[src/hw/rtl/lsep_pkg.sv]
package lsep_pkg;

   localparam int unsigned BYTE_W    = 8;
   localparam int unsigned WORD_W    = 32;
   localparam int unsigned MLEN_W    = 4;
   localparam int unsigned PATTERN_W = 64;
   localparam int unsigned KIND_W    = 3;
   localparam int unsigned CNT_W     = 5;
   localparam int unsigned CSR_IDX_W = 2;

   // bit counter value that closes one hidden character
   localparam logic [CNT_W-1:0] CHAR_BITS = 5'd8;

   localparam logic [BYTE_W-1:0]    HEADER_SKIP_RESET   = 8'd54;
   localparam logic [MLEN_W-1:0]    MAGIC_LENGTH_RESET  = 4'd2;
   localparam logic [PATTERN_W-1:0] MAGIC_PATTERN_RESET = 64'h2322;

   localparam logic [CSR_IDX_W-1:0] CSR_HEADER_SKIP   = 2'd0;
   localparam logic [CSR_IDX_W-1:0] CSR_MAGIC_LENGTH  = 2'd1;
   localparam logic [CSR_IDX_W-1:0] CSR_MAGIC_PATTERN = 2'd2;

   typedef enum logic [KIND_W-1:0] {
      KIND_SIG_OK    = 3'd0,
      KIND_SIG_BAD   = 3'd1,
      KIND_EXT_LEN   = 3'd2,
      KIND_EXT_CHAR  = 3'd3,
      KIND_PAY_LEN   = 3'd4,
      KIND_PAY_BYTE  = 3'd5
   } kind_type;

   typedef struct packed {
      logic [BYTE_W-1:0] image_byte;
      logic              restart;
   } item_type;

   typedef struct packed {
      logic [BYTE_W-1:0]    header_skip;
      logic [MLEN_W-1:0]    magic_length;
      logic [PATTERN_W-1:0] magic_pattern;
   } cfg_type;

   typedef struct packed {
      logic              emit;
      kind_type          kind;
      logic [WORD_W-1:0] value;
      logic              last;
   } result_type;

endpackage

[src/hw/rtl/lsep_core.sv]
module lsep_core #(
   parameter int unsigned MAX_MAGIC_CHARS = 8
) (
   input  logic                clock,
   input  logic                reset,
   input  logic                step_en,
   input  lsep_pkg::item_type  item,
   input  lsep_pkg::cfg_type   cfg,
   output lsep_pkg::result_type result
);
   import lsep_pkg::*;

   typedef enum logic [2:0] {
      PH_HEADER  = 3'd0,
      PH_MAGIC   = 3'd1,
      PH_EXTLEN  = 3'd2,
      PH_EXTCHR  = 3'd3,
      PH_PAYLEN  = 3'd4,
      PH_PAYLOAD = 3'd5,
      PH_DONE    = 3'd6
   } phase_type;

   phase_type           phase_ff,  phase_in;
   logic [BYTE_W-1:0]   hdr_cnt_ff, hdr_cnt_in;
   logic [CNT_W-1:0]    bit_cnt_ff, bit_cnt_in;
   logic [WORD_W-1:0]   acc_ff,    acc_in;
   logic [WORD_W-1:0]   remain_ff, remain_in;
   logic [MLEN_W-1:0]   midx_ff,   midx_in;
   logic                mismatch_ff, mismatch_in;

   always_comb begin
      logic                stop;
      logic                bit_in;
      logic [MLEN_W-1:0]   mlen;
      logic [MLEN_W-1:0]   sel;
      logic [BYTE_W-1:0]   expect_ch;
      logic [WORD_W-1:0]   len;

      phase_in    = phase_ff;
      hdr_cnt_in  = hdr_cnt_ff;
      bit_cnt_in  = bit_cnt_ff;
      acc_in      = acc_ff;
      remain_in   = remain_ff;
      midx_in     = midx_ff;
      mismatch_in = mismatch_ff;
      result      = '0;
      stop        = 1'b0;
      bit_in      = item.image_byte[0];
      sel         = '0;
      expect_ch   = '0;
      len         = '0;
      mlen = (cfg.magic_length > MAX_MAGIC_CHARS) ? MLEN_W'(MAX_MAGIC_CHARS)
                                                   : cfg.magic_length;

      if (item.restart) begin
         phase_in    = PH_HEADER;
         hdr_cnt_in  = '0;
         bit_cnt_in  = '0;
         acc_in      = '0;
         remain_in   = '0;
         midx_in     = '0;
         mismatch_in = 1'b0;
      end

      if (phase_in == PH_HEADER) begin
         if (hdr_cnt_in < cfg.header_skip) begin
            hdr_cnt_in = hdr_cnt_in + 1'b1;
            stop       = 1'b1;
         end else begin
            phase_in = PH_MAGIC;
         end
      end

      if (!stop && phase_in == PH_MAGIC) begin
         if (midx_in >= mlen) begin
            // signature already complete: report it, the bit starts the length
            result.emit = 1'b1;
            result.kind = mismatch_in ? KIND_SIG_BAD : KIND_SIG_OK;
            if (mismatch_in) begin
               phase_in = PH_DONE;
               stop     = 1'b1;
            end else begin
               phase_in   = PH_EXTLEN;
               bit_cnt_in = '0;
               acc_in     = '0;
            end
         end else begin
            acc_in     = {acc_in[WORD_W-2:0], bit_in};
            bit_cnt_in = bit_cnt_in + 1'b1;
            if (bit_cnt_in == CHAR_BITS) begin
               bit_cnt_in = '0;
               sel        = mlen - 1'b1 - midx_in;
               expect_ch  = BYTE_W'(cfg.magic_pattern >> {sel[2:0], 3'b000});
               if (acc_in[BYTE_W-1:0] != expect_ch)
                  mismatch_in = 1'b1;
               midx_in = midx_in + 1'b1;
               acc_in  = '0;
               if (midx_in >= mlen) begin
                  phase_in    = mismatch_in ? PH_DONE : PH_EXTLEN;
                  result.emit = 1'b1;
                  result.kind = mismatch_in ? KIND_SIG_BAD : KIND_SIG_OK;
               end
            end
            stop = 1'b1;
         end
      end

      if (!stop) begin
         unique case (phase_in)
            PH_EXTLEN, PH_PAYLEN: begin
               acc_in     = {acc_in[WORD_W-2:0], bit_in};
               bit_cnt_in = bit_cnt_in + 1'b1;
               if (bit_cnt_in == '0) begin
                  // top bit set reads as an empty field
                  len          = acc_in[WORD_W-1] ? '0 : acc_in;
                  acc_in       = '0;
                  remain_in    = len;
                  result.emit  = 1'b1;
                  result.value = len;
                  if (phase_in == PH_EXTLEN) begin
                     result.kind = KIND_EXT_LEN;
                     phase_in    = (len != '0) ? PH_EXTCHR : PH_PAYLEN;
                  end else begin
                     result.kind = KIND_PAY_LEN;
                     result.last = (len == '0);
                     phase_in    = (len != '0) ? PH_PAYLOAD : PH_DONE;
                  end
               end
            end
            PH_EXTCHR, PH_PAYLOAD: begin
               acc_in     = {acc_in[WORD_W-2:0], bit_in};
               bit_cnt_in = bit_cnt_in + 1'b1;
               if (bit_cnt_in == CHAR_BITS) begin
                  bit_cnt_in   = '0;
                  result.emit  = 1'b1;
                  result.value = WORD_W'(acc_in[BYTE_W-1:0]);
                  acc_in       = '0;
                  if (remain_in != '0)
                     remain_in = remain_in - 1'b1;
                  if (phase_in == PH_EXTCHR) begin
                     result.kind = KIND_EXT_CHAR;
                     if (remain_in == '0)
                        phase_in = PH_PAYLEN;
                  end else begin
                     result.kind = KIND_PAY_BYTE;
                     if (remain_in == '0) begin
                        result.last = 1'b1;
                        phase_in    = PH_DONE;
                     end
                  end
               end
            end
            default: begin
               // finished or rejected image: drop bytes until restart
            end
         endcase
      end
   end

   always_ff @(posedge clock) begin
      if (reset) begin
         phase_ff    <= PH_HEADER;
         hdr_cnt_ff  <= '0;
         bit_cnt_ff  <= '0;
         acc_ff      <= '0;
         remain_ff   <= '0;
         midx_ff     <= '0;
         mismatch_ff <= 1'b0;
      end else if (step_en) begin
         phase_ff    <= phase_in;
         hdr_cnt_ff  <= hdr_cnt_in;
         bit_cnt_ff  <= bit_cnt_in;
         acc_ff      <= acc_in;
         remain_ff   <= remain_in;
         midx_ff     <= midx_in;
         mismatch_ff <= mismatch_in;
      end
   end

endmodule

[src/hw/rtl/lsb_stego_payload_extractor_unit.sv]
// LSB steganography payload extractor.
// req_ channel: one cover image byte per transfer, tdata = image_byte,
// tuser = restart (set on the first byte of each image).
// rsp_ channel: one tagged result per decoded field: tuser = kind
// (signature ok/bad, extension length/char, payload length/byte),
// tdata = value, tlast on the final payload byte or an empty payload.
// Most bytes produce no result; they only shift a hidden bit in, or are skipped.
// csr_ channel: register writes (0 header skip, 1 signature length,
// 2 signature pattern), always ready; write only while no byte is in flight.
// A byte accepted on req_ goes through the input register and the result register
// to rsp_. Throughput: one byte per cycle while the receiver does not stall, set by
// the single parse step that updates the decode state once per byte.
// An input register and an output register hold one item each; when the
// receiver stalls with a result pending, req_tready drops once the input
// register is also full, and nothing is lost.
// Reset clears the decode state, empties both registers and loads the
// default header skip of 54 and a two-character signature.
module lsb_stego_payload_extractor_unit #(
   parameter int unsigned MAX_MAGIC_CHARS = 8
) (
   input  logic                                clock,
   input  logic                                reset,
   input  logic                                req_tvalid,
   output logic                                req_tready,
   input  logic [lsep_pkg::BYTE_W-1:0]         req_tdata,  // [7:0] image_byte
   input  logic                                req_tuser,  // [0] restart
   output logic                                rsp_tvalid,
   input  logic                                rsp_tready,
   output logic [lsep_pkg::WORD_W-1:0]         rsp_tdata,  // [31:0] value
   output logic [lsep_pkg::KIND_W-1:0]         rsp_tuser,  // [2:0] kind
   output logic                                rsp_tlast,
   input  logic                                csr_valid,
   output logic                                csr_ready,
   input  logic [lsep_pkg::CSR_IDX_W-1:0]      csr_index,
   input  logic [lsep_pkg::PATTERN_W-1:0]      csr_data
);
   import lsep_pkg::*;

   cfg_type    cfg_ff;
   item_type   item_ff;
   logic       in_valid_ff;
   result_type step_res;
   logic       rsp_valid_ff;
   logic [WORD_W-1:0] rsp_value_ff;
   kind_type   rsp_kind_ff;
   logic       rsp_last_ff;
   logic       advance;

   assign advance    = !rsp_valid_ff || rsp_tready;
   assign req_tready = !in_valid_ff || advance;
   assign csr_ready  = 1'b1;

   always_ff @(posedge clock) begin
      if (reset) begin
         cfg_ff.header_skip   <= HEADER_SKIP_RESET;
         cfg_ff.magic_length  <= MAGIC_LENGTH_RESET;
         cfg_ff.magic_pattern <= MAGIC_PATTERN_RESET;
      end else if (csr_valid) begin
         unique case (csr_index)
            CSR_HEADER_SKIP:   cfg_ff.header_skip   <= csr_data[BYTE_W-1:0];
            CSR_MAGIC_LENGTH:  cfg_ff.magic_length  <= csr_data[MLEN_W-1:0];
            CSR_MAGIC_PATTERN: cfg_ff.magic_pattern <= csr_data;
            default: begin
               // unmapped index: drop the write
            end
         endcase
      end
   end

   // input register
   always_ff @(posedge clock) begin
      if (reset) begin
         in_valid_ff <= 1'b0;
      end else if (req_tready) begin
         in_valid_ff <= req_tvalid;
      end
   end

   always_ff @(posedge clock) begin
      if (req_tready && req_tvalid) begin
         item_ff.image_byte <= req_tdata;
         item_ff.restart    <= req_tuser;
      end
   end

   lsep_core #(
      .MAX_MAGIC_CHARS(MAX_MAGIC_CHARS)
   ) u_core (
      .clock   (clock),
      .reset   (reset),
      .step_en (in_valid_ff && advance),
      .item    (item_ff),
      .cfg     (cfg_ff),
      .result  (step_res)
   );

   // result register
   always_ff @(posedge clock) begin
      if (reset) begin
         rsp_valid_ff <= 1'b0;
      end else if (advance) begin
         rsp_valid_ff <= in_valid_ff && step_res.emit;
      end
   end

   always_ff @(posedge clock) begin
      if (advance && in_valid_ff && step_res.emit) begin
         rsp_value_ff <= step_res.value;
         rsp_kind_ff  <= step_res.kind;
         rsp_last_ff  <= step_res.last;
      end
   end

   assign rsp_tvalid = rsp_valid_ff;
   assign rsp_tdata  = rsp_value_ff;
   assign rsp_tuser  = rsp_kind_ff;
   assign rsp_tlast  = rsp_last_ff;

endmodule

[config.mk]
export PLATFORM = sky130hd
export DESIGN_NAME = lsb_stego_payload_extractor_unit
export DESIGN_NICKNAME = d
export VERILOG_FILES = /design/src/hw/rtl/lsep_pkg.sv /design/src/hw/rtl/lsep_core.sv /design/src/hw/rtl/lsb_stego_payload_extractor_unit.sv
export SDC_FILE = /design/constraint.sdc
export NUM_CORES = 1
export LEC_CHECK = 0
export ABC_AREA = 1
export BUFFER_PORTS_ARGS = -buffer_cell sky130_fd_sc_hd__buf_2
export CAP_MARGIN = 25
export CORE_UTILIZATION = 35
export CTS_CLUSTER_SIZE = 30
export DETAILED_ROUTE_END_ITERATION = 10
export PLACE_DENSITY = 0.49
export SKIP_CTS_REPAIR_TIMING = 1
export SLEW_MARGIN = 20
export SYNTH_ARGS = -nofsm -noshare
export SYNTH_HDL_FRONTEND = slang
export SYNTH_HIERARCHICAL = 1
export SYNTH_SLANG_ARGS = --single-unit
[constraint.sdc]
create_clock -name clock -period 8.1 [get_ports clock]
set_input_delay 0.405 -clock clock [delete_from_list [all_inputs] [get_ports clock]]
set_output_delay 0.405 -clock clock [all_outputs]
set_load 0.03 [all_outputs]
## Word level (Yosys, flattened, before mapping)

Cells that the tools add are included.

| word-level totals | value |
|---|---|
| register bits | 201 |
| input bits | 80 |
| output and inout port bits | 39 |
| word-level logic and storage cells | 143 |

| operators by class | value |
|---|---|
| $add $sub $neg | 7 |
| order comparisons | 4 |
| eq/ne operators | 10 |
| shift operators | 1 |
| muxes and demuxes | 82 |
| reductions and logical operators | 22 |

Operators with widths:

| operator | count |
|---|---|
| 32-bit two-way mux | 16 |
| 32-bit case mux with 2 select lines | 2 |
| 37-bit two-way mux | 3 |
| 37-bit case mux with 2 select lines | 1 |
| 32-bit logical NOT | 2 |
| 32-bit nonzero test | 2 |
| 64-bit by 6-bit >> shifter with 8-bit output | 1 |
| 3-bit two-way mux | 19 |
| 4-bit two-way mux | 9 |
| 5-bit two-way mux | 7 |
| 32-bit by 1-bit subtractor with 32-bit output (second input constant) | 1 |
| 31-bit two-way mux | 1 |
| 8-bit two-way mux | 3 |
| 1-bit two-way mux | 18 |
| 5-bit by 1-bit adder with 5-bit output (second input constant) | 2 |
| 5-bit by 4-bit == test with 1-bit output (second input constant) | 2 |
| 5-bit case mux with 2 select lines | 1 |
| 8-bit by 1-bit adder with 8-bit output (second input constant) | 1 |
| 4-bit greater-or-equal comparator | 2 |
| 8-bit < comparator | 1 |
| 8-bit inequality test | 1 |
| 3-bit by 2-bit == test with 1-bit output (second input constant) | 2 |
| 3-bit == test (second input constant) | 2 |
| 3-bit case mux with 2 select lines | 1 |
| 16 further kinds | 26 |

## Depth between registers and ports, before layout

| logic depth | value |
|---|---|
| depth after elaboration | 26 |
| depth in mapped cells | 35 |
| depth with buffers taken out | 30 |

## Modules after synthesis

The synthesis kept the hierarchy.

Modules (own cells, without submodules):

| module | times used | cells each | area each (µm²) | seq. area each (µm²) |
|---|---|---|---|---|
| lsep_core | 1 | 1633 | 8862.2 | 1681.6 |
| lsb_stego_payload_extractor_unit | 1 | 532 | 4545.6 | 2912.8 |

## Worst setup path after synthesis

No wires, ideal clock.

| timing | value |
|---|---|
| kind | register -> register |
| start | register item_ff[0] (netlist bit) |
| end | register rsp_value_ff[0], in the netlist rsp_tdata[0] (enable) |
| setup time | 0.429 ns |
| data arrival time | 5.734 ns |
| data required time | 7.671 ns |
| slack | 1.937 ns |
| cell stages (with the launch flop) | 31 |
| path buffers | 7 |
| clock period less this slack | 6.163 ns |
| cell sequence | edfxtp_1 buf_4 buf_6 buf_4 clkbuf_1 clkbuf_1 nor2_1 inv_1 ha_1 inv_1 fa_1 buf_4 inv_2 buf_2 nor2_1 nand2_1 nand3_1 nand2_1 a21oi_1 nand2_1 nor2_1 nand3_1 nand2_1 nand2_4 o21ai_4 inv_2 nor2_8 nand2_4 nand3_1 nand2_1 nor2_1 |

RTL lines:

| item | line | RTL |
|---|---|---|
| start: declaration | lsb_stego_payload_extractor_unit.sv:40 | `item_type item_ff;` |
| end signal: assignment | lsb_stego_payload_extractor_unit.sv:108 | `rsp_value_ff <= step_res.value;` |
| end: declaration | lsb_stego_payload_extractor_unit.sv:44 | `logic [WORD_W-1:0] rsp_value_ff;` |

==> results.json <==
{
  "n_antenna_cell": 0,
  "drive_gt1_frac": 0.0948,
  "ios": 119,
  "wl_per_cell_um": 14.8,
  "vias": 12900,
  "finalCritPeriodShare": 0.770,
  "internal_power_mw": 1.65,
  "yosysWarnings": 6,
  "die_h_um": 196,
  "max_freq_ghz": 0.160,
  "rsz0062_at_grt": "false",
  "synth_cells": 2158,
  "utilization": 0.394,
  "mostFrequentLayoutCell": "nand2_1",
  "grt_first_pass_wirelength_um": 65400,
  "avgSynthCellArea_um2": 6.12,
  "totalWireLength_um": 40300,
  "cts_root_buf": "clkbuf_16",
  "status": "finished, final reports clean",
  "num_rows": 70,
  "drv_slew": 0,
  "p_leak_nw": 7.31,
  "grt_max_degree": 101,
  "switchingPower_mw": 0.897,
  "ant_nets": 0,
  "startpoint_type": "register",
  "fin_skew_ns": 0.0102,
  "clk_latency_ns": 0.46,
  "relSlewSlack": 0.329,
  "path_max_fanout": 20,
  "drv_cap": 0,
  "syn_to_final_growth_pct": 10.0,
  "p_comb_frac": 0.240,
  "p_seq_frac": 0.423,
  "vias_per_cell": 4.76,
  "end_kind": "register",
  "dr.pass1.iters": 5,
  "dieArea_um2": 38500,
  "crit_type": "reg -> reg",
  "layout_common_cells": "569 x nand2_1, 393 x nor2_1, 337 x inv_1, 162 x dfxtp_1, 127 x nand3_1",
  "core_um2": 36900,
  "grt_pass1_vias": 12600,
  "htreeDepth": 4,
  "overflow": 0,
  "cts_buffers": 17,
  "dp_cells": 2687,
  "fin_crit_ns": 6.24,
  "cts_max_path_buffers": 2,
  "antenna_found_initial": 0,
  "drc_errors": 0,
  "syn-num-nets": 2262,
  "cts_tree": "done",
  "globalRouteTotalUtil": 0.216,
  "fp.dieW_um": 196,
  "clkSinkCount": 200,
  "final_cells": 2719,
  "numPortBuffers": 110,
  "worstMarginPinSlew_ns": 1.01,
  "nNetsFinal": 2306,
  "clk_pin_slew_ns": 0.08,
  "setup_viol": 0,
  "arrival_ns": 6.39,
  "drt_iter0_drc": 846,
  "p_clk_frac": 0.337,
  "critPathRequiredTime_ns": 8.25,
  "dp_hpwl_um": 28400,
  "gp_congestion": 0.902,
  "p_per_area_nw_per_um2": 175,
  "start_util": 0.358,
  "netlist_area_um2": 13200,
  "switching_share": 0.352,
  "setup_tns_ns": 0,
  "ir_drop_mv": 0.145,
  "hold_class": "in -> reg",
  "hold_violations": 0
}
metrics by stage:
| stage | power, mW | area (um2) | hold WS [ns] | setup slack, ns |
|---|---|---|---|---|
| 3_5_place_dp | 1.71 | 14000 | 0.446 | 1.88 |
| 2_1_floorplan | 1.55 | 13200 | 0.429 | 1.94 |
| 3_3_place_gp | 1.70 | 13900 | 0.452 | 1.94 |
| 6_report | 2.54 | 14500 | 0.122 | 1.86 |
| 5_1_grt | 2.70 | 14500 | 0.0935 | 1.35 |
| 4_1_cts | 2.57 | 14500 | 0.0897 | 1.85 |
final cells by class:
| cell class | instances | area (um2) |
|---|---|---|
| Timing Repair Buffer | 123 | 668 |
| Sequential cell | 200 | 4380 |
| Clock buffer | 18 | 429 |
| Inverter | 350 | 1320 |
| Fill cell | 4106 | 22400 |
| Clock inverter | 14 | 130 |
| Multi-Input combinational cell | 1510 | 6960 |
| Tap cell | 504 | 631 |
routing by layer:
metal / vias up / routed length, um / global-route usage / part of all wire
li1: 6711 / - / - / -
met1: 5912 / 18700 / 0.276 / 0.46
met2: 257 / 18800 / 0.365 / 0.47
met3: 55 / 1630 / 0.0352 / 0.040
met4: 0 / 1120 / 0.0796 / 0.028
met5: - / 0 / 0 / 0
path summary, 6_finish.rpt:
| path | from | endpoint | slack [ns] | cells past startpoint |
|---|---|---|---|---|
| max | item_ff[0] | rsp_tdata[8] | 1.86 | 24 |
| min | req_tdata[0] | item_ff[1] | 0.12 | 1 |
| max reg2reg | item_ff[0] | rsp_tdata[8] | 1.86 | 24 |
| min reg2reg | cfg_ff[72] | cfg_ff[72] | 0.46 | 2 |
critical path: stages (launching register included):
cell and delay [ns]:
edfxtp_1 0.77, nor2_1 0.21, inv_1 0.12, ha_1 0.14
inv_1 0.05, fa_1 1.08, inv_2 0.33, nand3_1 0.19
nand3_1 0.19, nand3_1 0.13, nand2_1 0.06, nor2_1 0.10
nand2_1 0.06, nor2_1 0.15, nand3_1 0.11, nand2_1 0.20
nand2_4 0.10, o21ai_4 0.22, inv_2 0.12, nor2_8 0.17
nand2_4 0.10, nand3_1 0.16, nand2_1 0.13, nor2_4 0.61
buf_4 0.39
power by group through the flow:
stage | clock, mW | sequential, mW | combinational (mW)
2_1_floorplan | 0 | 1.10 | 0.455
3_3_place_gp | 0 | 1.10 | 0.601
3_5_place_dp | 0 | 1.10 | 0.605
5_1_grt | 0.928 | 1.08 | 0.692
6_report | 0.857 | 1.08 | 0.609
4_1_cts | 0.885 | 1.08 | 0.609
sequential cells by signal, summed over array words and instances, names as in the netlist, 2 cells and up:
signal,flops
u_core/hdr_cnt_ff,8
u_core/midx_ff,4
rsp_tuser,3
u_core/acc_ff,31
u_core/bit_cnt_ff,5
cfg_ff,76
u_core/remain_ff,32
rsp_tdata,32
item_ff,2
u_core/phase_ff,3
(Power assumes the default switching activity.)
